`config.mk`:
```
export PLATFORM = sky130hd
export DESIGN_NAME = debug_packet_deframer_checksum
export DESIGN_NICKNAME = d
export VERILOG_FILES = /design/src/rtl/dpdc_pkg.sv /design/src/rtl/debug_packet_deframer_checksum.sv /design/src/rtl/dpdc_fsm.sv
export SDC_FILE = /design/constraint.sdc
export NUM_CORES = 1
export LEC_CHECK = 0
export ABC_AREA = 1
export ABC_CLOCK_PERIOD_IN_PS = 2500
export BUFFER_PORTS_ARGS = -buffer_cell sky130_fd_sc_hd__buf_2
export CAP_MARGIN = 20
export CELL_PAD_IN_SITES_DETAIL_PLACEMENT = 1
export CELL_PAD_IN_SITES_GLOBAL_PLACEMENT = 1
export CORE_UTILIZATION = 30
export CTS_CLUSTER_DIAMETER = 120
export DETAILED_ROUTE_END_ITERATION = 7
export MAX_ROUTING_LAYER = met4
export PLACE_DENSITY = 0.67
export SETUP_SLACK_MARGIN = 0.4
export SLEW_MARGIN = 10
export SYNTH_ARGS = -nofsm -noshare
export SYNTH_HDL_FRONTEND = slang
export SYNTH_SLANG_ARGS = --single-unit
```
`constraint.sdc`:
```
create_clock -name clk -period 2.5 [get_ports clk]
set_input_delay 0.25 -clock clk [delete_from_list [all_inputs] [get_ports clk]]
set_output_delay 0.25 -clock clk [all_outputs]
set_load 0.03 [all_outputs]
```
`src/rtl/dpdc_pkg.sv`:
```
// Shared types and constants of the debug packet deframer.
// No dependencies; used by the framing state machine, the top level and the checker.
package dpdc_pkg;

  localparam int unsigned MAX_PAYLOAD = 4096;
  localparam int unsigned CNT_W       = $clog2(MAX_PAYLOAD + 1);
  localparam int unsigned LEN_W       = 13;

  localparam logic [7:0] CH_START = 8'h24;  // '$'
  localparam logic [7:0] CH_END   = 8'h23;  // '#'
  localparam logic [7:0] CH_BREAK = 8'h03;  // interrupt request
  localparam logic [7:0] CH_ACK   = 8'h2B;  // '+', dropped while idle like any stray byte
  localparam logic [3:0] HEX_TEN  = 4'hA;

  typedef enum logic [2:0] {
    KIND_DATA  = 3'd0,
    KIND_GOOD  = 3'd1,
    KIND_BAD   = 3'd2,
    KIND_OVER  = 3'd3,
    KIND_BREAK = 3'd4
  } kind_t;

  typedef struct packed {
    kind_t            kind;
    logic [7:0]       data_byte;
    logic [LEN_W-1:0] packet_length;
    logic [7:0]       checksum_seen;
  } result_t;

endpackage

```
`src/rtl/debug_packet_deframer_checksum.sv`:
```
// Remote-debug packet deframer with checksum check. Each input word is one received
// byte; packets look like '$' payload '#' h h. While idle, stray bytes and '+' acks
// are dropped and a 0x03 byte yields a break word. Every payload byte up to
// MAX_PAYLOAD is passed on at once as a data word; the trailer yields a good or bad
// verdict carrying the payload length and the received checksum. A payload that
// exceeds MAX_PAYLOAD bytes yields an overflow word and the deframer returns to
// idle. The framing state updates in the cycle a byte is accepted and its
// result lands in the output register on the same edge, so a byte can be taken
// every cycle while the output is not stalled. in_tready is low only while the
// output register holds a word that the sink has not taken; a result shows in the
// cycle after its byte is accepted. Depends on dpdc_pkg and dpdc_fsm.
module debug_packet_deframer_checksum (
  input  logic        clk,
  input  logic        rst_n,
  input  logic        in_tvalid,
  output logic        in_tready,
  input  logic [7:0]  in_tdata,   // [7:0] rx_byte
  output logic        out_tvalid,
  input  logic        out_tready,
  output logic [31:0] out_tdata,  // [7:0] data_byte, [20:8] packet_length,
                                  // [28:21] checksum_seen, [31:29] zero
  output logic [2:0]  out_tuser   // [2:0] kind
);
  import dpdc_pkg::*;

  logic    accept;
  logic    res_valid;
  result_t res;
  logic    out_valid_r;
  result_t out_r;

  // The output register frees itself in the same cycle the sink takes its word.
  assign in_tready = !out_valid_r || out_tready;
  assign accept    = in_tvalid && in_tready;

  dpdc_fsm u_fsm (
    .clk       (clk),
    .rst_n     (rst_n),
    .accept    (accept),
    .rx_byte   (in_tdata),
    .res_valid (res_valid),
    .res       (res)
  );

  always_ff @(posedge clk) begin
    if (!rst_n) begin
      out_valid_r <= 1'b0;
    end else if (in_tready) begin
      out_valid_r <= accept && res_valid;
    end
    if (accept && res_valid) begin
      out_r <= res;
    end
  end

  assign out_tvalid = out_valid_r;
  assign out_tuser  = out_r.kind;
  assign out_tdata  = {3'b000, out_r.checksum_seen, out_r.packet_length, out_r.data_byte};

endmodule

```
`src/rtl/dpdc_fsm.sv`:
```
// Framing state machine: phase, running sum, checksum digit and payload length.
// Depends on dpdc_pkg; produces at most one result per accepted byte, combinationally.
module dpdc_fsm (
  input  logic              clk,
  input  logic              rst_n,
  input  logic              accept,
  input  logic [7:0]        rx_byte,
  output logic              res_valid,
  output dpdc_pkg::result_t res
);
  import dpdc_pkg::*;

  typedef enum logic [1:0] {
    PH_IDLE    = 2'd0,
    PH_PAYLOAD = 2'd1,
    PH_HI      = 2'd2,
    PH_LO      = 2'd3
  } phase_t;

  phase_t           phase_r, phase_nxt;
  logic [7:0]       sum_r, sum_nxt;
  logic [3:0]       nibble_r, nibble_nxt;
  logic [CNT_W-1:0] count_r, count_nxt;
  logic [3:0]       digit;
  logic [7:0]       cks;

  // Hex digit value; anything that is not a hex digit counts as zero.
  always_comb begin
    if (rx_byte >= 8'h30 && rx_byte <= 8'h39) begin
      digit = rx_byte[3:0];
    end else if ((rx_byte >= 8'h61 && rx_byte <= 8'h66) ||
                 (rx_byte >= 8'h41 && rx_byte <= 8'h46)) begin
      digit = rx_byte[3:0] - 4'd1 + HEX_TEN;
    end else begin
      digit = 4'd0;
    end
  end

  assign cks = {nibble_r, digit};

  always_comb begin
    phase_nxt  = phase_r;
    sum_nxt    = sum_r;
    nibble_nxt = nibble_r;
    count_nxt  = count_r;
    res_valid  = 1'b0;
    res        = '{kind: KIND_DATA, data_byte: 8'd0, packet_length: '0,
                   checksum_seen: 8'd0};
    case (phase_r)
      PH_IDLE: begin
        if (rx_byte == CH_START) begin
          phase_nxt = PH_PAYLOAD;
          sum_nxt   = 8'd0;
          count_nxt = '0;
        end else if (rx_byte == CH_BREAK) begin
          res_valid = 1'b1;
          res.kind  = KIND_BREAK;
        end
      end
      PH_PAYLOAD: begin
        if (rx_byte == CH_END) begin
          phase_nxt = PH_HI;
        end else if (count_r == CNT_W'(MAX_PAYLOAD)) begin
          phase_nxt         = PH_IDLE;
          res_valid         = 1'b1;
          res.kind          = KIND_OVER;
          res.packet_length = LEN_W'(count_r);
        end else begin
          sum_nxt       = sum_r + rx_byte;
          count_nxt     = count_r + CNT_W'(1);
          res_valid     = 1'b1;
          res.data_byte = rx_byte;
        end
      end
      PH_HI: begin
        nibble_nxt = digit;
        phase_nxt  = PH_LO;
      end
      PH_LO: begin
        phase_nxt         = PH_IDLE;
        res_valid         = 1'b1;
        res.kind          = (cks == sum_r) ? KIND_GOOD : KIND_BAD;
        res.packet_length = LEN_W'(count_r);
        res.checksum_seen = cks;
      end
      default: begin
        phase_nxt = PH_IDLE;
      end
    endcase
  end

  always_ff @(posedge clk) begin
    if (!rst_n) begin
      phase_r <= PH_IDLE;
    end else if (accept) begin
      phase_r <= phase_nxt;
    end
    if (accept) begin
      sum_r    <= sum_nxt;
      nibble_r <= nibble_nxt;
      count_r  <= count_nxt;
    end
  end

endmodule

```
# == Yosys cells after proc, flatten, opt, wreduce, memory -nomap -nowiden ==
# Cells that the tools add are included.
# word_totals
regBits,60
output_inout_bits,37
elab_cells,73
# classes
add_sub_neg,4
n_lt_le_gt_ge,6
eq_ne,12
mux,27
bitwise,1
n_reduce_logical,14
# ops
cell,n
13-bit two-way mux,4
13-bit one-hot mux with 2 select lines,2
8-bit two-way mux,4
23-bit two-way mux,1
8-bit by 6-bit equality test with 1-bit output (second input constant),2
8-bit by 7-bit greater-or-equal comparator with 1-bit output (second input constant),2
8-bit by 7-bit <= comparator with 1-bit output (second input constant),2
8-bit one-hot mux with 2 select lines,1
13-bit by 1-bit adder with 13-bit output (second input constant),1
13-bit equality test (second input constant),1
2-bit two-way mux,5
3-bit one-hot mux with 3 select lines,1
8-bit adder,1
8-bit by 2-bit equality test with 1-bit output (second input constant),1
8-bit equality test,1
8-bit by 6-bit greater-or-equal comparator with 1-bit output (second input constant),1
8-bit by 6-bit <= comparator with 1-bit output (second input constant),1
4-bit two-way mux,2
2-bit one-hot mux with 4 select lines,1
3-bit two-way mux,2
1-bit logical AND,5
5-bit AND reduction,1
4-bit adder (second input constant),1
2-bit equality test (second input constant),2
other kinds (15),19

# == Logic depth before layout (Yosys ltp) ==
# Gate-level depths: netlist of the first run.
# logic_depth
word_depth,8
ltp_mapped,14
ltp_nobuf,14

# == Hierarchy ==
# From an unflattened synthesis of the first run, not the netlist that was laid out.
# hier_totals
hier_cells,337
area_unflattened_um2,3194.3
# by_module_without_submodules
mod,n_inst,cells_each,area_each_um2
dpdc_fsm,1,290,2135.8
debug_packet_deframer_checksum,1,47,1058.5

# == Worst setup path after synthesis of the first run ==
# OpenSTA, ideal clock, no wires.
# synth_path
kind,input port to flip-flop
from,input port in_tdata[1]
to,register u_fsm.count_r[0] (enable)
t_arrival_ps,2038
required_ps,2094
path_slack_ps,56
path_stages,8
cell_sequence,inv_1 ha_1 nand2_1 nor2_1 nand4_1 inv_1 nand2_1 a21oi_1
# synth_between
elab_chain_len,3
# synth_lines
item,line_no,source
"start, declared",debug_packet_deframer_checksum.sv:17,"input logic [7:0] in_tdata,"
8-bit by 6-bit equality test with 1-bit output (on tied branches),"dpdc_fsm.sv:61, dpdc_fsm.sv:51",
2-bit inequality test (no source line) / 2-bit by 1-bit inequality test with 1-bit output (equally long branches),--,
5-bit AND reduction (no source line) *,--,
"end signal, assigned",dpdc_fsm.sv:101,count_r <= count_nxt;
"end, declared",dpdc_fsm.sv:23,"logic [CNT_W-1:0] count_r, count_nxt;"
# Every way passes the cells marked *; elsewhere a longest branch is shown, timed or not.
# A chain may end at the register's enable or synchronous reset.

# == Worst setup path after layout of the first run ==
# layout_path
from,register u_fsm.sum_r[0]
to,"register u_fsm.sum_r[6], data pin"
# layout_between
elab_chain_len,4
# layout_lines
item,line_no,source
"start, declared",dpdc_fsm.sv:21,"logic [7:0] sum_r, sum_nxt;"
"start signal, assigned",dpdc_fsm.sv:99,sum_r <= sum_nxt;
8-bit adder,dpdc_fsm.sv:69,sum_nxt = sum_r + rx_byte;
8-bit two-way mux,dpdc_fsm.sv:63,end else if (count_r == CNT_W'(MAX_PAYLOAD)) begin
8-bit two-way mux,dpdc_fsm.sv:61,if (rx_byte == CH_END) begin
8-bit one-hot mux with 2 select lines,dpdc_fsm.sv:49,case (phase_r)
# Every way passes these cells. The select of a mux whose other input is x is not followed.

==> results of run 1 <==
[cell usage after synthesis]
master	n	area (µm²)
nor2_4	5	56.3
o21ai_2	2	17.5
nand2_2	11	68.8
a21oi_1	22	110
nand3_2	4	40.0
nand3_1	13	65.1
buf_4	3	22.5
nand3b_2	1	11.3
nand4_1	7	43.8
nand2_1	40	150
nor2_1	56	210
buf_2	2	10.0
o31a_1	1	8.76
edfxtp_1	57	1710
nand3b_1	2	15.0
o21ai_1	3	15.0
inv_6	1	8.76
nor3_1	8	40.0
conb_1	1	3.75
o21a_1	1	7.51
a21boi_1	1	7.51
o21bai_2	1	11.3
o21ba_2	1	10.0
inv_1	40	150
nor4_2	1	12.5
nand2_4	2	22.5
clkbuf_1	1	3.75
xor2_1	2	17.5
ha_1	12	150
dfxtp_1	3	60.1
xnor2_1	4	35.0
o21ai_0	10	50.1
nor2_2	3	18.8
nor4_1	1	6.26
inv_2	12	45.0
nor2_8	1	20.0
fa_1	1	20.0
[logic make-up (layout without fill, tap and decap cells)]
| logic type | Yosys count | count (layout) |
|---|---|---|
| AO/OA/AOI/OAI | 42 | 42 |
| XOR/XNOR | 6 | 6 |
| adder cells (fa/ha/maj) | 13 | 13 |
| buffers and inverters | 59 | 120 |
| flip-flops | 60 | 60 |
| other | 1 | 3 |
| AND/OR/NAND/NOR | 155 | 155 |
[worst paths after layout]
kind | from | cells past startpoint | slack [ns] | to
worst max register to register | u_fsm.sum_r[0] | 10 | 0.56 | u_fsm.sum_r[6]
worst max-delay path | u_fsm.sum_r[0] | 10 | 0.56 | u_fsm.sum_r[6]
worst min-delay path | rst_n | 3 | 0.16 | u_fsm.phase_r[0]
worst min register to register | out_tvalid | 2 | 0.54 | out_tvalid
[final cells by class]
type	instances	area, µm²	share of cell area
clock buffer	10	128	0.0331
clock inverter	4	42.5	0.0110
inverter	53	204	0.0529
multi-input combinational	219	1260	0.326
sequential	60	1770	0.459
tap	136	170	0.0441
timing repair buffer	53	285	0.0740
[state kept, by name, summed over array words and instances (netlist names), named ones only]
signal	cells
out_tdata	29
out_tuser	3
out_tvalid	1
u_fsm.count_r	13
u_fsm.nibble_r	4
u_fsm.phase_r	1
u_fsm.sum_r	8
[metrics by stage]
| stage | hold WS [ns] | cell area, µm² |
|---|---|---|
| detailed placement | 0.515 | 3660 |
| global placement | 0.517 | 3660 |
| finish | 0.164 | 3860 |
| global route | 0.170 | 3860 |
| floorplan | 0.371 | 3270 |
| CTS | 0.152 | 3830 |
[worst register-to-register path, stage by stage (launching register included)]
cell	delay, ns
edfxtp_1	0.36
ha_1	0.17
inv_1	0.05
fa_1	0.36
inv_1	0.10
nand3_1	0.07
nand2_1	0.11
a21oi_1	0.07
o21ba_2	0.20
o21ai_0	0.14
a21oi_1	0.06
[metal layers]
metal / vias up / GRT usage / share of wire
met5: - / - / 0
met4: 0 / 0.0704 / 0.017
met3: 12 / 0.0288 / 0.033
met2: 46 / 0.224 / 0.46
met1: 1146 / 0.192 / 0.49
li1: 1230 / - / -
[power groups by stage]
stage          Clock [mW]  Combinational [mW]  Sequential, mW
2_1_floorplan           0              0.0718            1.11
3_3_place_gp            0               0.105            1.11
3_5_place_dp            0               0.107            1.11
4_1_cts             0.823               0.108            1.09
5_1_grt             0.854               0.121            1.09
6_report            0.802               0.107            1.09
==> results by group, run 1 <==
Route
  – Wirelength per Cell: 14.2 µm
  – Via/cell ratio: roughly 4.5
  – Final wirelength: 7570 µm
  – DR vias: 2434
  – Post-DRT Antenna Nets: 0
  – DRC viols: 0
  – First-pass detailed-route iteration total: 4
  – 1st-iter DRT viols: 112

Global routing
  – First-pass GRT wire length: between 10000 and 15000 µm
  – Largest net degree at the start of global routing: 22
  – Total GRT Usage: 0.149
  – Initial antenna violation count: 0
  – Vias in the first global route: approximately 2.5k
  – Overflow after GRT: 0

Worst hold path
  – Hold crit path type: input pin to flip-flop

Place
  – Post-Place Cells: between 500 and 600
  – Pre-CTS WS: around 0.45 ns
  – GPL Wtd Cong: 0.821
  – Number of port buffers: 45
  – Post-detail-place hpwl: between 5000 and 6000 µm

Floorplanning
  – Die Height: 106 µm
  – Die area: 0.0113 mm²
  – Initial core utilization: 0.313
  – I/O Pins: 49
  – Die X: 106 µm
  – Row count: 37
  – Core region area: around 0.010 mm²

Worst setup path
  – WP buf/inv: 2
  – Worst path cell trace: ha_1 -> inv_1 -> fa_1 -> inv_1 -> nand3_1 -> nand2_1 -> a21oi_1 -> o21ba_2 -> o21ai_0 -> a21oi_1
  – Max incr delay on CP: 0.36 ns
  – Critical path arrival: 2.04 ns
  – CP max FO: 3
  – Worst setup EP type: flip-flop
  – Required time worst endpoint: 2.60 ns
  – Crit Path Class: flip-flop to flip-flop
  – Delay-heaviest family, CP: adder cells
  – CP Launch Type: flip-flop
  – Crit-path slowest cell: edfxtp_1

Power
  – Clock share of power: 0.402
  – Comb power frac: 0.054
  – Cell-internal power: 1.56 mW
  – Sw power: 436 µW
  – PwrDens: between 500 and 600 mW/mm²
  – Register share of total power: 0.545
  – Tot Pwr: approximately 2.0 mW
  – Switch share: 0.218
  – Peak VDD IR: 205 µV
  – Leakage: 1.57 nW

Synthesis
  – Mux share of post-synthesis cell area: 0
  – Ys Warns: 0
  – Synth Register Bits: 60
  – Area share of fa/ha/maj cells after synthesis: 0.0522
  – Synth Area in Simple Gates: 0.240
  – Sequential area share after synthesis: 0.544
  – Post-Syn Area per Cell: 9.69 µm²
  – Post-synthesis xor/xnor area fraction: 0.0161
  – Largest family of logic cells by synthesized area: simple AND/OR/NAND/NOR gates
  – Synthesized area: around 0.0033 mm²
  – Gate count after technology mapping: 336
  – Synth Area in Compound Gates: 0.0730
  – Distinct cells, synth: 37

Outcome
  – Status: finished clean

Clock network
  – Clock sink count: 60
  – Post-CTS sizing: 0
  – Post-CTS Hold Buffers: 0
  – Setup Buffers After CTS: 0
  – CTS tree: yes
  – H-tree Lvls: 3
  – Worst-case clock buffer depth: 2
  – Total CTS buffers: 9
  – Clk Latency, worst-skew pair: between 0.3 and 0.4 ns
  – Worst-path clk slew: 0.07 ns
  – CTS Root Cell: clkbuf_8

STA
  – Setup TNS: 0 ns
  – Final Critical Period: 1.94 ns
  – Slew HR: 0.608
  – # setup viols final: 0
  – Max-slew violations: 0
  – Worst-margin pin slew: 0.583 ns
  – Fmax: around 0.51 GHz
  – Setup WS post-layout: 0.558 ns
  – Worst clock skew: 0.00794 ns
  – Final Hold Viols: 0
  – Tcrit/Tclk final: 0.777
  – RSZ-0062 raised after global routing: true

Final layout
  – Final Net Count: 421
  – Fin cells: 535
  – Layout cell share with drive strength beyond 1: 0.276
  – Core Util, Final: 0.370
  – Fill count: 1230
  – Most frequent cells in the layout: 57 x edfxtp_1, 56 x nor2_1, 45 x buf_2
  – Most common cell after layout, fill and taps aside: edfxtp_1
  – Area growth syn-to-layout: 18.4%
  – # diodes: 0

Flow run
  – Max cap viols: 0
Power figures use the tool's default switching activity.
==> run 2: changes to the inputs <==
Settings changed: ABC_CLOCK_PERIOD_IN_PS 2500 to 1970, PLACE_DENSITY 0.67 to 0.65.
Clock period 2.5 ns to 1.97 ns, I/O delays scaled along.
==> results by group, run 2 (synthesized netlist as in run 1, its figures left out) <==
STA
  – Max-slew violations: 0 (unchanged)
  – Final Critical Period: 1.88 ns (-0.0637 ns)
  – Fmax: 0.532 GHz (+3.4%)
  – Setup TNS: 0 ns (unchanged)
  – Worst clock skew: 0.0117 ns (+0.00376 ns)
  – Final Hold Viols: 0 (unchanged)
  – Setup WS post-layout: 0.0916 ns (-0.466 ns)
  – Tcrit/Tclk final: 0.953 (+0.177)
  – RSZ-0062 raised after global routing: true
  – # setup viols final: 0 (unchanged)

Worst setup path
  – Required time worst endpoint: 2.06 ns (-0.54 ns)
  – CP Launch Type: flip-flop
  – Crit Path Class: flip-flop to flip-flop
  – Worst setup EP type: flip-flop
  – CP max FO: 3 (unchanged)
  – Critical path arrival: 1.97 ns (-0.07 ns)
  – Worst-case reg-to-reg path depth: 10 (unchanged)

Worst hold path
  – Worst hold path depth: 3 (unchanged)
  – Hold crit path type: input pin to flip-flop

Global routing
  – Overflow after GRT: 0 (unchanged)
  – Total GRT Usage: 0.162 (+0.0127)
  – Initial antenna violation count: 0 (unchanged)
  – First-pass GRT wire length: 13400 µm (+8.3%)
  – Largest net degree at the start of global routing: 21 (-4.5%)
  – Vias in the first global route: 2642 (+6.1%)

Floorplanning
  – Initial core utilization: 0.313 (unchanged)
  – Die X: 106 µm (unchanged)
  – Die Height: 106 µm (unchanged)
  – Die area: 0.0113 mm² (unchanged)
  – I/O Pins: 49 (unchanged)
  – Core region area: 0.0104 mm² (unchanged)
  – Row count: 37 (unchanged)

Outcome
  – Status: finished clean

Final layout
  – Final Net Count: 470 (+12%)
  – Most frequent cells in the layout: 57 x edfxtp_1, 43 x nor2_1, 43 x buf_2
  – Most common cell after layout, fill and taps aside: edfxtp_1
  – Layout cell share with drive strength beyond 1: 0.496 (+0.220)
  – Seq. cell area: 0.00178 mm² (+0.35%)
  – # diodes: 0 (unchanged)
  – Area occupied by multi-input gates: 0.00160 mm² (+27%)
  – Max reg flops: 29 (unchanged)
  – Fill count: 1164 (-5.4%)
  – Area growth syn-to-layout: 49.3%

Clock network
  – Worst-case clock buffer depth: 2 (unchanged)
  – Clock sink count: 60 (unchanged)
  – Worst-path clk slew: 0.08 ns (about the same)
  – Clk Latency, worst-skew pair: 0.35 ns (about the same)
  – Total CTS buffers: 9 (unchanged)
  – CTS tree: yes
  – CTS Root Cell: clkbuf_8
  – H-tree Lvls: 3 (unchanged)

Power
  – PwrDens: 581 mW/mm² (+12%)
  – Leakage: 1.95 nW (+24%)
  – Peak VDD IR: 362 µV (+77%)
  – Tot Pwr: 2.82 mW (+41%)

Route
  – Via/cell ratio: 4.76 (+4.7%)
  – DR vias: 2792 (+15%)
  – Wirelength per Cell: 16.6 µm (+17%)
  – 1st-iter DRT viols: 117 (+4.5%)
  – DRC viols: 0 (unchanged)
  – Final wirelength: 9740 µm (+29%)
  – First-pass detailed-route iteration total: 4 (unchanged)
  – Post-DRT Antenna Nets: 0 (unchanged)

Place
  – Pre-CTS WS: -0.0259 ns (-0.473 ns)
  – Number of port buffers: 45 (unchanged)
  – GPL Wtd Cong: 0.842 (+2.6%)
  – Post-detail-place hpwl: 5890 µm (+1.7%)

Flow run
  – Max cap viols: 0 (unchanged)
[run 2: cell count changes in the layout (fill, tap and decap cells not counted), moves of 5 or more]
| cell | delta |
|---|---|
| buf_12 | +6 |
| buf_4 | +26 |
| buf_6 | +12 |
| ha_1 | -9 |
| ha_4 | +7 |
| inv_1 | -8 |
| inv_2 | +5 |
| nand2_1 | -13 |
| nand2_2 | +10 |
| nor2_1 | -13 |
| nor2_4 | +12 |
| o21ai_0 | -5 |
[run 2: per-stage QoR]
step / area [µm²] / hold WS (ns) / utilization / cells
after floorplan: 3320 / 0.310 / - / 338
after global placement: 3800 / 0.461 / 0.365 / 524
after detailed placement: 3800 / 0.464 / 0.365 / 524
after CTS: 4290 / 0.101 / 0.412 / 558
after global routing: 4860 / 0.128 / 0.467 / 586
final: 4860 / 0.126 / 0.467 / 586
[run 2: final cells by class]
class                   instances  share of cell area
flip-flops and latches         60               0.366
multi-input cells             219               0.328
repair buffers                102               0.183
inverters                      53              0.0443
well taps                     136              0.0350
clock buffers                   9              0.0255
clock inverters                 7              0.0185
[run 2: worst paths after layout]
path	endpoint	startpoint	slack, ns
worst max register to register	u_fsm.sum_r[6]	u_fsm.sum_r[0]	0.09
worst min register to register	u_fsm.phase_r[0]	u_fsm.phase_r[0]	0.55
worst min-delay path	u_fsm.phase_r[0]	rst_n	0.13
worst max-delay path	u_fsm.sum_r[6]	u_fsm.sum_r[0]	0.09
[run 2: worst max-delay path, stage by stage, from the launching register on]
cell      delay [ns]
edfxtp_1        0.37
ha_2            0.20
inv_2           0.04
fa_2            0.33
inv_2           0.08
nand3_2         0.07
nand2_2         0.09
a21oi_1         0.08
o21ba_2         0.22
o21ai_2         0.11
a21oi_1         0.05
[run 2: layer usage]
layer	up-vias	wire length, µm	GRT usage
met4	0	206	0.0575
met3	18	366	0.0319
met1	1374	4350	0.213
met2	63	4820	0.248
met5	-	0	-
li1	1337	-	-
[run 2: repair_timing]
action	in CTS	in global routing
setup endpoints to repair	55	79
gates cloned	2	4
gates resized for setup	25	70
pin swaps	9	31
endpoints found under the hold margin	0	0
buffers inserted	16	24
hold buffers	0	0
[run 2: report_power, final]
group / internal (mW) / total (mW) / switching (mW) / leakage (nW)
combinational: 0.0793 / 0.204 / 0.125 / 1.28
clock: 0.708 / 1.24 / 0.533 / 0.107
sequential: 1.38 / 1.38 / 0.00171 / 0.561
total: 2.16 / 2.82 / 0.660 / 1.95
==> run 3: changes to the inputs <==
Settings changed: ABC_AREA 1 to 0, BUFFER_PORTS_ARGS -buffer_cell sky130_fd_sc_hd__buf_2 to -buffer_cell sky130_fd_sc_hd__buf_4, PLACE_DENSITY 0.65 to 0.64.
==> results by group, run 3 <==
STA
  – Final Hold Viols: 0 (unchanged)
  – # setup viols final: 0 (unchanged)
  – Final Critical Period: 1.92 ns (+0.0381 ns)
  – Fmax: 0.522 GHz (-2.0%)
  – Max-slew violations: 0 (unchanged)
  – Smallest hold slack: 0.0750 ns (-0.0510 ns)
  – RSZ-0062 raised after global routing: true
  – Tcrit/Tclk final: 0.973 (+0.0194)
  – Worst clock skew: 0.00719 ns (-0.00451 ns)

Power
  – Comb power frac: 0.068 (-0.004)
  – Sw power: 593 µW (-10%)
  – Cell-internal power: 2.17 mW (+0.40%)
  – Switch share: 0.215 (-0.0191)
  – Peak VDD IR: 346 µV (-4.6%)
  – Leakage: 1.96 nW (+0.78%)
  – Register share of total power: 0.498 (+0.010)
  – PwrDens: 560 mW/mm² (-3.6%)
  – Clock share of power: 0.434 (-0.005)

Synthesis
  – Synthesized area: 0.00304 mm² (-6.5%)
  – Distinct cells, synth: 44 (+19%)
  – Area share of the leading cell type in the synthesized netlist: 0.562 (+0.0367)
  – Synth Area in Compound Gates: 0.0600 (-0.0130)
  – Ys Warns: 0 (unchanged)
  – Area share of fa/ha/maj cells after synthesis: 0.0559 (+0.00365)
  – Sequential area share after synthesis: 0.582 (+0.0380)
  – Gate count after technology mapping: 260 (-23%)
  – Top post-synthesis cells by count: 57 x edfxtp_1, 32 x nor2_1, 19 x nor2b_1
  – Synth Area in Simple Gates: 0.208 (-0.0317)
  – Area leader, netlist: edfxtp_1
  – Synth Register Bits: 60 (unchanged)
  – Post-Syn Area per Cell: 11.7 µm² (+21%)
  – Largest family of logic cells by synthesized area: simple AND/OR/NAND/NOR gates
  – Most frequent cell after synthesis: edfxtp_1
  – Post-synth EDFFs: 57 (unchanged)
  – Synth area leaders: edfxtp_1 56%, ha_1 4.9%, nor2_1 3.9%
  – Post-synthesis xor/xnor area fraction: 0.0629 (+0.0468)
  – Post-synth ARST share: 0 (unchanged)
  – Mux share of post-synthesis cell area: 0 (unchanged)
  – Main synth FF type: edfxtp_1

Worst setup path
  – CP max FO: 2 (-1)
  – Critical path arrival: 2.02 ns (+0.05 ns)
  – Required time worst endpoint: 2.07 ns (about the same)
  – Worst setup EP type: flip-flop
  – Worst-case reg-to-reg path depth: 9 (-1)
  – R2R Setup Slk: 0.05 ns (-0.04 ns)
  – RR Endpoint: u_fsm.sum_r[6]
  – Crit Path Class: flip-flop to flip-flop
  – CP Launch Type: flip-flop
  – R2r startpoint: u_fsm.sum_r[0]

Final layout
  – Fin area: 0.00494 mm² (+1.6%)
  – Most frequent cells in the layout: 90 x buf_4, 57 x edfxtp_1, 20 x nor2_1
  – Final Net Count: 409 (-13%)
  – Max reg flops: 29 (unchanged)
  – # diodes: 0 (unchanged)
  – Area growth syn-to-layout: 62.4%
  – Fill count: 1044 (-10%)
  – Layout cell share with drive strength beyond 1: 0.532 (+0.0366)
  – Most common cell after layout, fill and taps aside: buf_4

Floorplanning
  – Die Height: 103 µm (-3.3%)
  – Core region area: 0.00982 mm² (-5.7%)
  – I/O Pins: 49 (unchanged)
  – Die X: 103 µm (-3.3%)
  – Initial core utilization: 0.310 (-0.00266)
  – Row count: 36 (-2.7%)
  – Die area: 0.0106 mm² (-6.4%)

Route
  – Wirelength per Cell: 18.5 µm (+11%)
  – 1st-iter DRT viols: 97 (-17%)
  – DR vias: 2478 (-11%)
  – DRC viols: 0 (unchanged)
  – Via/cell ratio: 4.75 (-0.36%)
  – Final wirelength: 9670 µm (-0.74%)
  – Post-DRT Antenna Nets: 0 (unchanged)
  – First-pass detailed-route iteration total: 4 (unchanged)

Place
  – GPL Wtd Cong: 0.847 (+0.55%)
  – Number of port buffers: 45 (unchanged)
  – Post-detail-place hpwl: 5940 µm (+0.92%)
  – DP Area: 0.00391 mm² (+2.9%)

Clock network
  – Clock sink count: 60 (unchanged)
  – Total CTS buffers: 9 (unchanged)
  – H-tree Lvls: 3 (unchanged)
  – Worst-path clk slew: 0.07 ns (about the same)
  – Post-CTS Hold Buffers: 0 (unchanged)
  – CTS tree: yes
  – Clk Latency, worst-skew pair: 0.35 ns (about the same)
  – Worst-case clock buffer depth: 2 (unchanged)
  – CTS Root Cell: clkbuf_8

Worst hold path
  – Hold path startpoint: rst_n
  – Worst hold path depth: 2 (-1)
  – Min-Delay Endpoint: out_tvalid
  – Hold crit path type: input pin to flip-flop

Global routing
  – Initial antenna violation count: 0 (unchanged)
  – Largest net degree at the start of global routing: 20 (-4.8%)
  – First-pass GRT wire length: 14100 µm (+5.5%)
  – Overflow after GRT: 0 (unchanged)
  – Vias in the first global route: 2581 (-2.3%)
  – Total GRT Usage: 0.192 (+0.0304)

Flow run
  – Max cap viols: 0 (unchanged)

Outcome
  – Status: finished clean
-- run 3: cell types whose count changed after synthesis, sizes merged, moves of 5 or more --
cell and delta:
a21oi -14, and2 +11, and3 +8, clkbuf +5, inv -42, nand2 -41, nand3 -9, nor2 -33
nor2b +19, o21ai -10, xnor2 +5, xor2 +10
-- run 3: worst max-delay path, stage by stage, from the launching register on --
cell and delay (ns):
edfxtp_1 0.41, ha_4 0.16, inv_2 0.03, fa_2 0.36, nor2b_4 0.15, o21ai_2 0.09
a21boi_2 0.15, o21a_1 0.17, o21a_1 0.11, nor3_1 0.04
-- run 3: stage by stage --
stage / setup WS (ns) / instances / total power [mW] / util / setup TNS, ns
finish: 0.0535 / 522 / 2.77 / 0.503 / 0
global route: -0.0516 / 522 / 2.85 / 0.503 / -0.118
CTS: 0.0407 / 501 / 2.74 / 0.455 / 0
detailed placement: -0.105 / 469 / 1.55 / 0.398 / -1.66
global placement: -0.0827 / 469 / 1.54 / 0.398 / -0.341
floorplan: 0.0960 / 262 / 1.48 / - / 0
-- run 3: cells by family after synthesis --
| logic type | after synthesis |
|---|---|
| AO/OA/AOI/OAI | 27 |
| AND/OR/NAND/NOR | 117 |
| buffers and inverters | 21 |
| other | 1 |
| adder cells (fa/ha/maj) | 13 |
| XOR/XNOR | 21 |
| flip-flops | 60 |
-- run 3: worst max-delay path by stage --
stage,start,endpoint,depth (start not counted)
after floorplan,u_fsm.count_r[0],u_fsm.count_r[0],8
after global placement,in_tdata[7],out_tuser[1],7
after detailed placement,in_tdata[7],out_tuser[1],7
after CTS,u_fsm.sum_r[0],u_fsm.sum_r[6],9
after global routing,u_fsm.sum_r[0],u_fsm.sum_r[6],9
final,u_fsm.sum_r[0],u_fsm.sum_r[6],9
-- run 3: final cells by class --
type	instances	area, µm²	area share
clock buffers	10	128	0.0258
multi-input cells	181	1580	0.319
flip-flops and latches	60	1770	0.359
inverters	11	41.3	0.00835
well taps	133	166	0.0337
clock inverters	6	78.8	0.0159
repair buffers	121	1170	0.238
-- run 3: routing by layer --
layer / part of all wire / GRT usage / vias to the layer above / wire, µm
met5: 0 / - / - / 0
met1: 0.42 / 0.223 / 1235 / 4090
li1: - / - / 1175 / -
met2: 0.53 / 0.334 / 58 / 5120
met3: 0.033 / 0.0332 / 10 / 319
met4: 0.015 / 0.0661 / 0 / 143
-- run 3: timing repair --
action                                  4_1_cts  5_1_grt
endpoints found under the setup margin       52       90
cloned                                        5        4
setup buffers                                11       17
pin swaps                                    17       18
endpoints found under the hold margin         0        0
gates resized for setup                      47       57
-- run 3: power by group through the flow --
stage | clock network, mW | logic (mW) | registers (mW)
4_1_cts | 1.21 | 0.153 | 1.38
5_1_grt | 1.27 | 0.202 | 1.38
2_1_floorplan | 0 | 0.0774 | 1.41
3_5_place_dp | 0 | 0.144 | 1.40
3_3_place_gp | 0 | 0.139 | 1.40
6_report | 1.20 | 0.189 | 1.38
